## src/design/wpsp_pkg.sv

```systemverilog
// shared types, codes and lookup functions of the wav pcm stream parser
`timescale 1ns / 1ps

package wpsp_pkg;

    // parser phases
    localparam logic [3:0] PH_RIFF      = 4'd0;
    localparam logic [3:0] PH_SIZE      = 4'd1;
    localparam logic [3:0] PH_WAVE      = 4'd2;
    localparam logic [3:0] PH_FMT_SEEK  = 4'd3;
    localparam logic [3:0] PH_FMT_PAD   = 4'd4;
    localparam logic [3:0] PH_FMT_BODY  = 4'd5;
    localparam logic [3:0] PH_DATA_SEEK = 4'd6;
    localparam logic [3:0] PH_DATA_SIZE = 4'd7;
    localparam logic [3:0] PH_SAMPLES   = 4'd8;
    localparam logic [3:0] PH_ERROR     = 4'd9;

    // status codes reported with every result
    localparam logic [3:0] ST_HEADER    = 4'd0;
    localparam logic [3:0] ST_SAMPLES   = 4'd1;
    localparam logic [3:0] ST_BAD_RIFF  = 4'd2;
    localparam logic [3:0] ST_BAD_WAVE  = 4'd3;
    localparam logic [3:0] ST_NO_FMT    = 4'd4;
    localparam logic [3:0] ST_FMT_SIZE  = 4'd5;
    localparam logic [3:0] ST_NOT_PCM   = 4'd6;
    localparam logic [3:0] ST_NOT_MONO  = 4'd7;
    localparam logic [3:0] ST_BAD_RATE  = 4'd8;
    localparam logic [3:0] ST_BAD_BITS  = 4'd9;
    localparam logic [3:0] ST_BAD_ALIGN = 4'd10;
    localparam logic [3:0] ST_NO_DATA   = 4'd11;

    // format check flag positions
    localparam logic [2:0] FLAG_SIZE  = 3'd0;
    localparam logic [2:0] FLAG_PCM   = 3'd1;
    localparam logic [2:0] FLAG_MONO  = 3'd2;
    localparam logic [2:0] FLAG_RATE  = 3'd3;
    localparam logic [2:0] FLAG_BITS  = 3'd4;
    localparam logic [2:0] FLAG_ALIGN = 3'd5;

    localparam logic [30:0] RATE_RESET = 31'd16000;
    localparam logic [4:0]  BODY_LEN   = 5'd20;

    typedef struct packed {
        logic [7:0] data_byte;
        logic       first_byte;
    } item_t;

    typedef struct packed {
        logic signed [15:0] sample;
        logic               sample_valid;
        logic [3:0]         status;
        logic               beyond_declared;
    } result_t;

    typedef struct packed {
        logic [2:0] flag_bit;
        logic [7:0] exp_byte;
    } body_chk_t;

    function automatic logic [7:0] riff_char(input logic [1:0] idx);
        logic [7:0] c;
        case (idx)
            2'd0:    c = 8'h52;
            2'd1:    c = 8'h49;
            default: c = 8'h46;
        endcase
        return c;
    endfunction

    function automatic logic [7:0] wave_char(input logic [1:0] idx);
        logic [7:0] c;
        case (idx)
            2'd0:    c = 8'h57;
            2'd1:    c = 8'h41;
            2'd2:    c = 8'h56;
            default: c = 8'h45;
        endcase
        return c;
    endfunction

    function automatic logic [7:0] fmt_char(input logic [1:0] idx);
        logic [7:0] c;
        case (idx)
            2'd0:    c = 8'h66;
            2'd1:    c = 8'h6D;
            default: c = 8'h74;
        endcase
        return c;
    endfunction

    function automatic logic [7:0] data_char(input logic [1:0] idx);
        logic [7:0] c;
        case (idx)
            2'd0:    c = 8'h64;
            2'd1:    c = 8'h61;
            2'd2:    c = 8'h74;
            default: c = 8'h61;
        endcase
        return c;
    endfunction

    // expected byte of the format body at pos and the flag it feeds
    function automatic body_chk_t body_expect(input logic [4:0] pos, input logic [30:0] rate);
        body_chk_t  chk;
        logic [31:0] rate32;
        logic [31:0] brate;
        rate32 = {1'b0, rate};
        brate  = {rate, 1'b0};
        if (pos < 5'd4)
        begin
            chk.flag_bit = FLAG_SIZE;
            chk.exp_byte = (pos == 5'd0) ? 8'd16 : 8'd0;
        end
        else if (pos < 5'd6)
        begin
            chk.flag_bit = FLAG_PCM;
            chk.exp_byte = (pos == 5'd4) ? 8'd1 : 8'd0;
        end
        else if (pos < 5'd8)
        begin
            chk.flag_bit = FLAG_MONO;
            chk.exp_byte = (pos == 5'd6) ? 8'd1 : 8'd0;
        end
        else if (pos < 5'd12)
        begin
            chk.flag_bit = FLAG_RATE;
            chk.exp_byte = rate32[{pos[1:0], 3'b000} +: 8];
        end
        else if (pos < 5'd16)
        begin
            chk.flag_bit = FLAG_ALIGN;
            chk.exp_byte = brate[{pos[1:0], 3'b000} +: 8];
        end
        else if (pos < 5'd18)
        begin
            chk.flag_bit = FLAG_ALIGN;
            chk.exp_byte = (pos == 5'd16) ? 8'd2 : 8'd0;
        end
        else
        begin
            chk.flag_bit = FLAG_BITS;
            chk.exp_byte = (pos == 5'd18) ? 8'd16 : 8'd0;
        end
        return chk;
    endfunction

endpackage

```

## src/design/wpsp_core.sv

```systemverilog
// parser state and the one-byte step that produces a result
`timescale 1ns / 1ps

module wpsp_core (
    input  logic                clk,
    input  logic                rst_n,
    input  logic                fire,
    input  wpsp_pkg::item_t     item,
    input  logic [30:0]         rate,
    output wpsp_pkg::result_t   result
);

    logic [3:0]         phase_reg,  phase_next;
    logic [4:0]         bip_reg,    bip_next;
    logic [2:0]         mc_reg,     mc_next;
    logic [31:0]        size_reg,   size_next;
    logic signed [32:0] budget_reg, budget_next;
    logic [5:0]         flags_reg,  flags_next;
    logic [31:0]        left_reg,   left_next;
    logic [7:0]         low_reg,    low_next;
    logic               parity_reg, parity_next;
    logic [3:0]         err_reg,    err_next;

    always_comb
    begin
        logic [7:0]          b;
        logic                found;
        wpsp_pkg::body_chk_t chk;
        b     = item.data_byte;
        found = 1'b0;
        chk   = wpsp_pkg::body_expect(bip_reg, rate);

        phase_next  = phase_reg;
        bip_next    = bip_reg;
        mc_next     = mc_reg;
        size_next   = size_reg;
        budget_next = budget_reg;
        flags_next  = flags_reg;
        left_next   = left_reg;
        low_next    = low_reg;
        parity_next = parity_reg;
        err_next    = err_reg;
        if (item.first_byte)
        begin
            phase_next  = wpsp_pkg::PH_RIFF;
            bip_next    = 5'd0;
            mc_next     = 3'd0;
            size_next   = 32'd0;
            budget_next = 33'sd0;
            flags_next  = 6'd0;
            left_next   = 32'd0;
            low_next    = 8'd0;
            parity_next = 1'b0;
            err_next    = 4'd0;
            chk         = wpsp_pkg::body_expect(5'd0, rate);
        end

        result.sample          = 16'sd0;
        result.sample_valid    = 1'b0;
        result.beyond_declared = 1'b0;

        case (phase_next)
            wpsp_pkg::PH_RIFF:
            begin
                if (b != wpsp_pkg::riff_char(bip_next[1:0]))
                begin
                    phase_next = wpsp_pkg::PH_ERROR;
                    err_next   = wpsp_pkg::ST_BAD_RIFF;
                end
                else
                begin
                    bip_next = bip_next + 5'd1;
                    if (bip_next >= 5'd4)
                    begin
                        bip_next   = 5'd0;
                        phase_next = wpsp_pkg::PH_SIZE;
                    end
                end
            end
            wpsp_pkg::PH_SIZE:
            begin
                size_next = size_next | ({24'd0, b} << {bip_next[1:0], 3'b000});
                bip_next  = bip_next + 5'd1;
                if (bip_next >= 5'd4)
                begin
                    bip_next    = 5'd0;
                    budget_next = $signed({1'b0, size_next}) - 33'sd8;
                    phase_next  = wpsp_pkg::PH_WAVE;
                end
            end
            wpsp_pkg::PH_WAVE:
            begin
                if (b != wpsp_pkg::wave_char(bip_next[1:0]))
                begin
                    phase_next = wpsp_pkg::PH_ERROR;
                    err_next   = wpsp_pkg::ST_BAD_WAVE;
                end
                else
                begin
                    bip_next = bip_next + 5'd1;
                    if (bip_next >= 5'd4)
                    begin
                        bip_next   = 5'd0;
                        mc_next    = 3'd0;
                        phase_next = wpsp_pkg::PH_FMT_SEEK;
                    end
                end
            end
            wpsp_pkg::PH_FMT_SEEK:
            begin
                budget_next = budget_next - 33'sd1;
                if (mc_next < 3'd3 && b == wpsp_pkg::fmt_char(mc_next[1:0]))
                begin
                    mc_next = mc_next + 3'd1;
                    if (mc_next == 3'd3)
                    begin
                        mc_next = 3'd0;
                        found   = 1'b1;
                    end
                end
                else
                begin
                    // a breaking byte may itself start a new match
                    mc_next = (b == wpsp_pkg::fmt_char(2'd0)) ? 3'd1 : 3'd0;
                end
                if (found)
                    phase_next = wpsp_pkg::PH_FMT_PAD;
                else if (budget_next[32])
                begin
                    phase_next = wpsp_pkg::PH_ERROR;
                    err_next   = wpsp_pkg::ST_NO_FMT;
                end
            end
            wpsp_pkg::PH_FMT_PAD:
            begin
                budget_next = budget_next - 33'sd1;
                bip_next    = 5'd0;
                flags_next  = 6'd0;
                phase_next  = wpsp_pkg::PH_FMT_BODY;
            end
            wpsp_pkg::PH_FMT_BODY:
            begin
                if (b != chk.exp_byte)
                    flags_next[chk.flag_bit] = 1'b1;
                budget_next = budget_next - 33'sd1;
                bip_next    = bip_next + 5'd1;
                if (bip_next >= wpsp_pkg::BODY_LEN)
                begin
                    bip_next   = 5'd0;
                    mc_next    = 3'd0;
                    phase_next = wpsp_pkg::PH_ERROR;
                    // first failing test wins, in the order size, pcm, mono, rate, bits, align
                    if (flags_next[wpsp_pkg::FLAG_SIZE])
                        err_next = wpsp_pkg::ST_FMT_SIZE;
                    else if (flags_next[wpsp_pkg::FLAG_PCM])
                        err_next = wpsp_pkg::ST_NOT_PCM;
                    else if (flags_next[wpsp_pkg::FLAG_MONO])
                        err_next = wpsp_pkg::ST_NOT_MONO;
                    else if (flags_next[wpsp_pkg::FLAG_RATE])
                        err_next = wpsp_pkg::ST_BAD_RATE;
                    else if (flags_next[wpsp_pkg::FLAG_BITS])
                        err_next = wpsp_pkg::ST_BAD_BITS;
                    else if (flags_next[wpsp_pkg::FLAG_ALIGN])
                        err_next = wpsp_pkg::ST_BAD_ALIGN;
                    else
                        phase_next = wpsp_pkg::PH_DATA_SEEK;
                end
            end
            wpsp_pkg::PH_DATA_SEEK:
            begin
                budget_next = budget_next - 33'sd1;
                if (mc_next < 3'd4 && b == wpsp_pkg::data_char(mc_next[1:0]))
                begin
                    mc_next = mc_next + 3'd1;
                    if (mc_next == 3'd4)
                    begin
                        mc_next = 3'd0;
                        found   = 1'b1;
                    end
                end
                else
                begin
                    mc_next = (b == wpsp_pkg::data_char(2'd0)) ? 3'd1 : 3'd0;
                end
                if (found)
                begin
                    phase_next = wpsp_pkg::PH_DATA_SIZE;
                    bip_next   = 5'd0;
                    size_next  = 32'd0;
                end
                else if (budget_next[32])
                begin
                    phase_next = wpsp_pkg::PH_ERROR;
                    err_next   = wpsp_pkg::ST_NO_DATA;
                end
            end
            wpsp_pkg::PH_DATA_SIZE:
            begin
                size_next = size_next | ({24'd0, b} << {bip_next[1:0], 3'b000});
                bip_next  = bip_next + 5'd1;
                if (bip_next >= 5'd4)
                begin
                    bip_next    = 5'd0;
                    left_next   = size_next;
                    parity_next = 1'b0;
                    phase_next  = wpsp_pkg::PH_SAMPLES;
                end
            end
            wpsp_pkg::PH_SAMPLES:
            begin
                if (!parity_next)
                begin
                    low_next    = b;
                    parity_next = 1'b1;
                end
                else
                begin
                    result.sample       = $signed({b, low_next});
                    result.sample_valid = 1'b1;
                    if (left_next >= 32'd2)
                        left_next = left_next - 32'd2;
                    else
                        result.beyond_declared = 1'b1;
                    parity_next = 1'b0;
                end
            end
            wpsp_pkg::PH_ERROR:
            begin
                phase_next = wpsp_pkg::PH_ERROR;
            end
            default:
            begin
                phase_next = wpsp_pkg::PH_ERROR;
            end
        endcase

        if (phase_next == wpsp_pkg::PH_ERROR)
            result.status = err_next;
        else if (phase_next == wpsp_pkg::PH_SAMPLES)
            result.status = wpsp_pkg::ST_SAMPLES;
        else
            result.status = wpsp_pkg::ST_HEADER;
    end

    always_ff @(posedge clk or negedge rst_n)
    begin
        if (!rst_n)
        begin
            phase_reg  <= wpsp_pkg::PH_RIFF;
            bip_reg    <= 5'd0;
            mc_reg     <= 3'd0;
            size_reg   <= 32'd0;
            budget_reg <= 33'sd0;
            flags_reg  <= 6'd0;
            left_reg   <= 32'd0;
            low_reg    <= 8'd0;
            parity_reg <= 1'b0;
            err_reg    <= 4'd0;
        end
        else if (fire)
        begin
            phase_reg  <= phase_next;
            bip_reg    <= bip_next;
            mc_reg     <= mc_next;
            size_reg   <= size_next;
            budget_reg <= budget_next;
            flags_reg  <= flags_next;
            left_reg   <= left_next;
            low_reg    <= low_next;
            parity_reg <= parity_next;
            err_reg    <= err_next;
        end
    end

endmodule

```

## src/design/wpsp_out_buf.sv

```systemverilog
// two-entry result buffer between the parser step and the output stream
`timescale 1ns / 1ps

module wpsp_out_buf (
    input  logic                clk,
    input  logic                rst_n,
    input  logic                push,
    input  wpsp_pkg::result_t   push_data,
    output logic                space,
    output logic                m_valid,
    input  logic                m_ready,
    output wpsp_pkg::result_t   m_data
);

    wpsp_pkg::result_t entry_reg [2];
    logic              wr_ptr_reg;
    logic              rd_ptr_reg;
    logic [1:0]        count_reg, count_next;
    logic              pop;

    assign m_valid = (count_reg != 2'd0);
    assign space   = (count_reg != 2'd2);
    assign pop     = m_valid && m_ready;
    assign m_data  = entry_reg[rd_ptr_reg];

    always_comb
    begin
        count_next = count_reg;
        if (push && !pop)
            count_next = count_reg + 2'd1;
        else if (pop && !push)
            count_next = count_reg - 2'd1;
    end

    always_ff @(posedge clk or negedge rst_n)
    begin
        if (!rst_n)
        begin
            wr_ptr_reg <= 1'b0;
            rd_ptr_reg <= 1'b0;
            count_reg  <= 2'd0;
        end
        else
        begin
            count_reg <= count_next;
            if (push)
                wr_ptr_reg <= ~wr_ptr_reg;
            if (pop)
                rd_ptr_reg <= ~rd_ptr_reg;
        end
    end

    always_ff @(posedge clk)
    begin
        if (push)
            entry_reg[wr_ptr_reg] <= push_data;
    end

endmodule

```

## src/design/wav_pcm_stream_parser_top.sv

```systemverilog
// top level of the wav pcm stream parser
`timescale 1ns / 1ps

// Parses a RIFF/WAVE file presented one byte per transaction on the s_ side and
// returns one result per byte on the m_ side: a signed 16-bit mono PCM sample
// when the byte completes one, and a status code for the header, the sample
// section or the error that stopped parsing (sticky until a byte marked as the
// first byte of a new file). The block takes one byte per cycle sustained while
// m_tready is high; a byte goes through the input register, then the parser
// step, which is combinational, and its result is written into the two-entry
// output buffer that drives the m_ side. While m_tready stays low the block
// takes three bytes (two buffered results and one byte waiting in the input
// register) before s_tready drops. The required sample rate is written on the
// cfg channel, which is always ready; the user must write it only while no byte
// is in flight, which the block does not enforce itself. It resets to 16000.

module wav_pcm_stream_parser_top (
    input  logic        clk,
    input  logic        rst_n,
    input  logic        cfg_valid,
    output logic        cfg_ready,
    input  logic [30:0] cfg_data,     // required_sample_rate
    input  logic        s_tvalid,
    output logic        s_tready,
    input  logic [7:0]  s_tdata,      // data_byte
    input  logic        s_tuser,      // first_byte
    output logic        m_tvalid,
    input  logic        m_tready,
    output logic [15:0] m_tdata,      // sample
    output logic [5:0]  m_tuser       // sample_valid, status[3:0], beyond_declared
);

    logic [30:0]       rate_reg;
    logic              in_valid_reg;
    wpsp_pkg::item_t   in_item_reg;
    logic              fire;
    logic              space;
    wpsp_pkg::result_t step_result;
    wpsp_pkg::result_t out_result;

    assign cfg_ready = 1'b1;
    assign fire      = in_valid_reg && space;
    assign s_tready  = !in_valid_reg || space;

    always_ff @(posedge clk or negedge rst_n)
    begin
        if (!rst_n)
            rate_reg <= wpsp_pkg::RATE_RESET;
        else if (cfg_valid && cfg_ready)
            rate_reg <= cfg_data;
    end

    always_ff @(posedge clk or negedge rst_n)
    begin
        if (!rst_n)
            in_valid_reg <= 1'b0;
        else if (s_tready)
            in_valid_reg <= s_tvalid;
    end

    always_ff @(posedge clk)
    begin
        if (s_tvalid && s_tready)
        begin
            in_item_reg.data_byte  <= s_tdata;
            in_item_reg.first_byte <= s_tuser;
        end
    end

    wpsp_core u_core (
        .clk    (clk),
        .rst_n  (rst_n),
        .fire   (fire),
        .item   (in_item_reg),
        .rate   (rate_reg),
        .result (step_result)
    );

    wpsp_out_buf u_out_buf (
        .clk       (clk),
        .rst_n     (rst_n),
        .push      (fire),
        .push_data (step_result),
        .space     (space),
        .m_valid   (m_tvalid),
        .m_ready   (m_tready),
        .m_data    (out_result)
    );

    assign m_tdata = out_result.sample;
    assign m_tuser = {out_result.beyond_declared, out_result.status, out_result.sample_valid};

endmodule

```

## config.mk

```make
export PLATFORM = sky130hd
export DESIGN_NAME = wav_pcm_stream_parser_top
export DESIGN_NICKNAME = d
export VERILOG_FILES = /design/src/design/wpsp_pkg.sv /design/src/design/wpsp_core.sv /design/src/design/wpsp_out_buf.sv /design/src/design/wav_pcm_stream_parser_top.sv
export SDC_FILE = /design/constraint.sdc
export NUM_CORES = 1
export LEC_CHECK = 0
export BUFFER_PORTS_ARGS = -buffer_cell sky130_fd_sc_hd__buf_2
export CORE_UTILIZATION = 25
export CTS_BUF_LIST = sky130_fd_sc_hd__clkbuf_4
export DETAILED_ROUTE_END_ITERATION = 12
export REMOVE_ABC_BUFFERS = 1
export SLEW_MARGIN = 20
export SYNTH_ARGS = -nofsm -noshare
export SYNTH_HDL_FRONTEND = slang
export SYNTH_SLANG_ARGS = --single-unit
export TNS_END_PERCENT = 1
```

## constraint.sdc

```tcl
create_clock -name clk -period 6.9 [get_ports clk]
set_input_delay 1.725 -clock clk [delete_from_list [all_inputs] [get_ports clk]]
set_output_delay 1.725 -clock clk [all_outputs]
set_load 0.005 [all_outputs]
```

==> metrics.cfg, run 1 <==
[sta]
finalClockSkew_ns=0.0662
setup_tns_ns=0
slew_headroom_pct=31.0
rsz0062_at_grt=no
fmax_mhz=201
setup_violations=0
worst_slew_pin_slew_ns=1.03
hold_viol=0
slew_violations=0
finalCriticalPeriod_ns=4.97
period_share_pct=72.1

[global_routing]
grt_pass1_wl_um=68700
grt-ovfl-total=0
grt_max_degree=63
grt_pass1_vias=12100
antenna_found_initial=2
track_usage_pct=16.0

[floorplanning]
initial_core_util_pct=25.4
io_pins=70
die_area_um2=54700
fp.dieW_um=234
die_height_um=234
core_area_um2=52900
rows=84

[cts]
cts_inserted_buffers=60
htree_num_levels=2
ctsResizeCount=0
cts_tree=built
clockRootBuffer=clkbuf_4
ctsHoldBuffers=0
clock_path_buffers=3
cts.sink_count=217
clk_pin_slew_ns=0.06
post_cts_buffers=0
clock_latency_ns=0.81

[place]
numPortBuffers=68
routabilityCongestion=0.934
hpwl_um=30500

[power_and_ir_drop]
p_leak_uw=0.00599
ir_drop_mv=0.131
power_density_nw_per_um2=337
finalPower_uw=5130

[synth]
async_reset_ff_share_pct=75.6
ys_seq_area_share_pct=42.4
avgSynthCellArea_um2=9.09
synthTopCellsByCount=nor2_1 (160), dfrtp_1 (158), o21ai_0 (143), nand2_1 (125), a21oi_1 (100)
ys_ff_latch=217
synth.area.top_cells=dfrtp_1 (29%), edfxtp_1 (12%), o21ai_0 (5.3%)
synth_cell_type_count=87
syn-cell-area_um2=13400
syn_inst=1479
synth_edf_count=53
synth_top_area_share_pct=29.4
ys.flop_type=dfrtp_1
yosysMostFrequentCell=nor2_1
synth_area_leader_cell=dfrtp_1
yosysWarnings=0

[run_status]
outcome=completed

[route]
final_antenna_net_count=0
remaining_drc_errors=0
viasPerCell=5.46
vias=12500
drt_iter0_markers=1343
post_drt_wl_per_cell_um=19.2
wl_um=43800
drtPass1Iterations=5

[worst_setup_path]
worstPathRequired_ns=7.63
cp_common_cell=nand2_1
cp_slowest_stage_delay_ns=0.78
cp_max_fo=24
worstSetupStartpointType=flop
path_cells=inv_1 > nand2_1 > inv_1 > ha_1 > nand2_1 > o32a_1 > buf_4 > o22ai_1 > nand2_1 > o21ai_0 > a22o_1
slowest_stage=inv_1
end_kind=flop
path_class=reg2reg
cp.arrival_ns=5.71

[final_layout]
largest_reg_flops=44
drive_above_1_share_pct=17.9
syn_to_final_growth_pct=13.4
fin_nets=1605

[job]
drv_cap=0

[worst_hold_path]
worstHoldPathType=reg2reg

==> layout by cell type (no fill, tap or decap), types with 18 or more instances in the layout <==
| master | n |
|---|---|
| o22ai_1 | 20 |
| nor2b_1 | 18 |
| buf_4 | 28 |
| xnor2_1 | 24 |
| o21ai_0 | 143 |
| nand2b_1 | 18 |
| a31oi_1 | 20 |
| clkinv_1 | 19 |
| nor3_1 | 53 |
| a21oi_1 | 100 |
| and2_1 | 21 |
| dfrtp_1 | 158 |
| clkbuf_4 | 86 |
| nand3_1 | 27 |
| xor2_1 | 19 |
| mux2_2 | 54 |
| a22o_1 | 48 |
| edfxtp_1 | 53 |
| buf_2 | 67 |
| nor2_1 | 159 |
| nand3b_1 | 18 |
| nor4_1 | 21 |
| inv_1 | 31 |
| nand2_1 | 124 |
==> per-stage QoR <==
stage | hold WS (ns) | instance area [um2] | worst slack (ns) | utilization [%] | cells
3_3_place_gp | 0.462 | 14500 | 2.24 | 27.4 | 2169
3_5_place_dp | 0.471 | 14500 | 2.06 | 27.4 | 2169
5_1_grt | 0.509 | 15200 | 1.71 | 28.8 | 2283
4_1_cts | 0.487 | 15200 | 2.04 | 28.8 | 2281
2_1_floorplan | 0.449 | 13000 | 0.252 | - | 1385
6_report | 0.490 | 15200 | 1.93 | 28.8 | 2283
==> cells by family (layout without fill, tap and decap cells) <==
family | Yosys count | in the layout | share of synthesized area, %
AOI/OAI and AO/OA | 469 | 469 | 22.8
DFF | 217 | 217 | 42.4
buffers and inverters | 127 | 241 | 4.01
adders and majority gates | 17 | 17 | 1.58
other | 1 | 3 | 0.0279
muxes | 74 | 74 | 6.81
xor gates and xnor gates | 43 | 43 | 2.80
and+or+nand+nor | 531 | 531 | 19.5
==> critical path: cells and delay by family (launching register included) <==
family	cells	cell delay, ns
AO/OA/AOI/OAI	4	1.71
buffers and inverters	3	1.22
AND/OR/NAND/NOR	3	1.05
flip-flops	1	0.58
adder cells (fa/ha/maj)	1	0.35
==> power by group <==
group          total [uW]  internal [uW]  switching [uW]
combinational        2000            751            1250
clock                1170            575             593
sequential           1960           1620             340
total                5130           2950            2180
==> final timing paths <==
| path | startpoint | end | slack (ns) | depth (start not counted) |
|---|---|---|---|---|
| setup / recovery | in_item_reg[0] | u_core.left_reg[1] | 1.93 | 11 |
| hold / removal | u_core.size_reg[5] | u_core.size_reg[5] | 0.49 | 2 |
| setup reg to reg | in_item_reg[0] | u_core.left_reg[1] | 1.93 | 11 |
| hold reg to reg | u_core.size_reg[5] | u_core.size_reg[5] | 0.49 | 2 |
| max in group asynchronous | rst_n | u_core.left_reg[21] | 4.72 | 2 |
| min in group asynchronous | rst_n | in_valid_reg | 0.90 | 1 |
==> per-layer routing <==
layer | vias up | routed length [um] | global-route usage (%)
met1 | 6111 | 19200 | 21.6
met3 | 103 | 3440 | 3.56
li1 | 5687 | - | -
met2 | 567 | 19800 | 24.8
met5 | - | 0 | 0
met4 | 0 | 1300 | 6.23
==> cell type report <==
type,count,area (um2)
antenna,2,5.00
clock buffer,86,646
clock inverter,26,105
fill,5573,37600
inverter,33,124
multi-input combinational,1135,7240
sequential,217,5700
tap,688,861
timing repair buffer,96,557
(Power assumes the default switching activity.)
==> run 2, diff against run 1 <==
==> constraint.sdc (replaced) <==
create_clock -name clk -period 4.8 [get_ports clk]
set_input_delay 1.2 -clock clk [delete_from_list [all_inputs] [get_ports clk]]
set_output_delay 1.2 -clock clk [all_outputs]
set_load 0.005 [all_outputs]
==> run 2 against run 1 <==
Net effect:
- clock skew is 0.018 ns lower
- setup slack got worse by 1.4 ns
- core utilization is 0.30 points higher
- die area did not move
- wire length shrank 1.5%
- via count fell by 1.0%
- highest routed layer unchanged
- sequential power is 42% higher
- maximum frequency up 17%
- flip-flop and latch count stayed put
- non-clock buffer count rose by 18
- total power grew 45%
==> metrics.cfg, run 2 (synthesis results as in run 1) <==
[final_layout]
final_core_util_pct=29.1  ; +0.30 points
syn_to_final_growth_pct=14.5
stdcell_area_um2=15400  ; +1.0%
multi_input_area_um2=7220  ; -0.17%
seq_area_um2=5700  ; unchanged
fillerInstances=5559  ; -0.25%
mostFrequentLayoutCells=nor2_1 (159), dfrtp_1 (158), o21ai_0 (143)
fin_nets=1623  ; +1.1%
largest_reg_flops=44  ; unchanged
drive_above_1_share_pct=19.1  ; +1.2 points
final_common_cell=nor2_1

[sta]
whs_ns=0.458  ; -0.0325 ns
rsz0062_at_grt=no
setup_violations=0  ; unchanged
worst_slew_pin_slew_ns=1.02  ; -0.00836 ns
finalCriticalPeriod_ns=4.24  ; -0.730 ns
period_share_pct=88.4  ; +16 points
hold_viol=0  ; unchanged
finalClockSkew_ns=0.0478  ; -0.0184 ns
slew_violations=0  ; unchanged
slew_headroom_pct=31.7  ; +0.72 points
fmax_mhz=236  ; +17%

[floorplanning]
die_height_um=234  ; unchanged
core_area_um2=52900  ; unchanged
io_pins=70  ; unchanged
rows=84  ; unchanged
die_area_um2=54700  ; unchanged
initial_core_util_pct=25.4  ; unchanged
fp.dieW_um=234  ; unchanged

[route]
post_drt_wl_per_cell_um=18.8  ; -2.0%
drtPass1Iterations=6  ; +1
viasPerCell=5.38  ; -1.5%
remaining_drc_errors=0  ; unchanged
drt_iter0_markers=1218  ; -9.3%
final_antenna_net_count=0  ; unchanged
vias=12300  ; -1.0%
wl_um=43200  ; -1.5%

[cts]
post_cts_buffers=0  ; unchanged
cts_tree=built
htree_num_levels=2  ; unchanged
clockRootBuffer=clkbuf_4
clk_pin_slew_ns=0.07  ; about the same
clock_latency_ns=0.75  ; -0.06 ns
cts.sink_count=217  ; unchanged
ctsHoldBuffers=0  ; unchanged
clock_path_buffers=3  ; unchanged
cts_inserted_buffers=60  ; unchanged
ctsResizeCount=0  ; unchanged

[power_and_ir_drop]
power_density_nw_per_um2=485  ; +44%
finalPower_uw=7460  ; +45%
p_leak_uw=0.00610  ; +1.8%
ir_drop_mv=0.207  ; +58%

[worst_setup_path]
path_cells=buf_4 > mux4_1 > and3_1 > a31o_2 > a2111o_1 > nor4_4 > nor2_1 > o311a_1 > a211oi_1 > nor3_1
cp_max_fo=18  ; -25%
cp.arrival_ns=4.71  ; -1.00 ns
worstPathRequired_ns=5.26  ; -2.37 ns
worstSetupStartpointType=flop
path_buf_inv=1  ; -2
crit_family=compound AO/OA/AOI/OAI gates
cp_slowest_stage_delay_ns=0.72  ; -0.06 ns
end_kind=flop
slowest_stage=dfrtp_1
path_class=reg2reg

[place]
hpwl_um=30000  ; -1.5%
numPortBuffers=68  ; unchanged
routabilityCongestion=0.913  ; -2.3%
dpl_cell_area_um2=14600  ; +0.98%

[global_routing]
grt-ovfl-total=0  ; unchanged
grt_pass1_wl_um=67800  ; -1.3%
track_usage_pct=15.7  ; -0.30 points
grt_pass1_vias=12000  ; -1.2%
grt_max_degree=76  ; +21%
antenna_found_initial=1  ; -1

[job]
drv_cap=0  ; unchanged

[run_status]
outcome=completed

[worst_hold_path]
worstHoldPathType=in2async

run 2: metrics by stage:
step | setup WS [ns] | TNS [ns] | std cells
finish | 0.556 | 0 | 2295
global placement | 0.612 | 0 | 2187
global route | 0.231 | 0 | 2295
floorplan | -1.85 | -164.05 | 1385
detailed placement | 0.569 | 0 | 2187
CTS | 0.573 | 0 | 2294
run 2: layout make-up:
cell class	instances	share of cell area [%]
clock buffer	91	4.44
sequential	217	37.0
multi-input combinational	1135	46.9
tap	688	5.59
timing repair buffer	114	4.58
inverter	33	0.805
clock inverter	16	0.601
antenna	1	0.0163
run 2: worst register-to-register path, delay by kind of cell (launching register included):
family,cells,cell delay (ns)
buffers and inverters,1,0.35
AO/OA/AOI/OAI,4,1.19
flip-flops,1,0.72
multiplexers,1,0.61
AND/OR/NAND/NOR,4,1.13
run 2: path summary, 6_finish.rpt:
kind | from | cells after the start | end | slack (ns)
setup reg to reg | u_core.bip_reg[0] | 10 | u_out_buf.entry_reg[0][2] | 0.56
setup / recovery | u_core.bip_reg[0] | 10 | u_out_buf.entry_reg[0][2] | 0.56
hold reg to reg | u_core.budget_reg[21] | 2 | u_core.budget_reg[21] | 0.49
hold / removal | rst_n | 1 | u_core.low_reg[2] | 0.46
max in group asynchronous | rst_n | 2 | u_core.left_reg[28] | 3.47
min in group clk | u_core.budget_reg[21] | 2 | u_core.budget_reg[21] | 0.49
run 2: power by group:
group / total (uW) / internal, uW / switching, uW
sequential: 2790 / 2340 / 449
combinational: 2940 / 1110 / 1830
clock: 1740 / 914 / 825
run 2: routing by layer:
metal	up-vias	global-route usage, %	routed length [um]
met4	0	6.55	1470
li1	5704	-	-
met1	5982	21.1	18500
met5	-	0	0
met2	557	24.5	19500
met3	100	3.15	3730
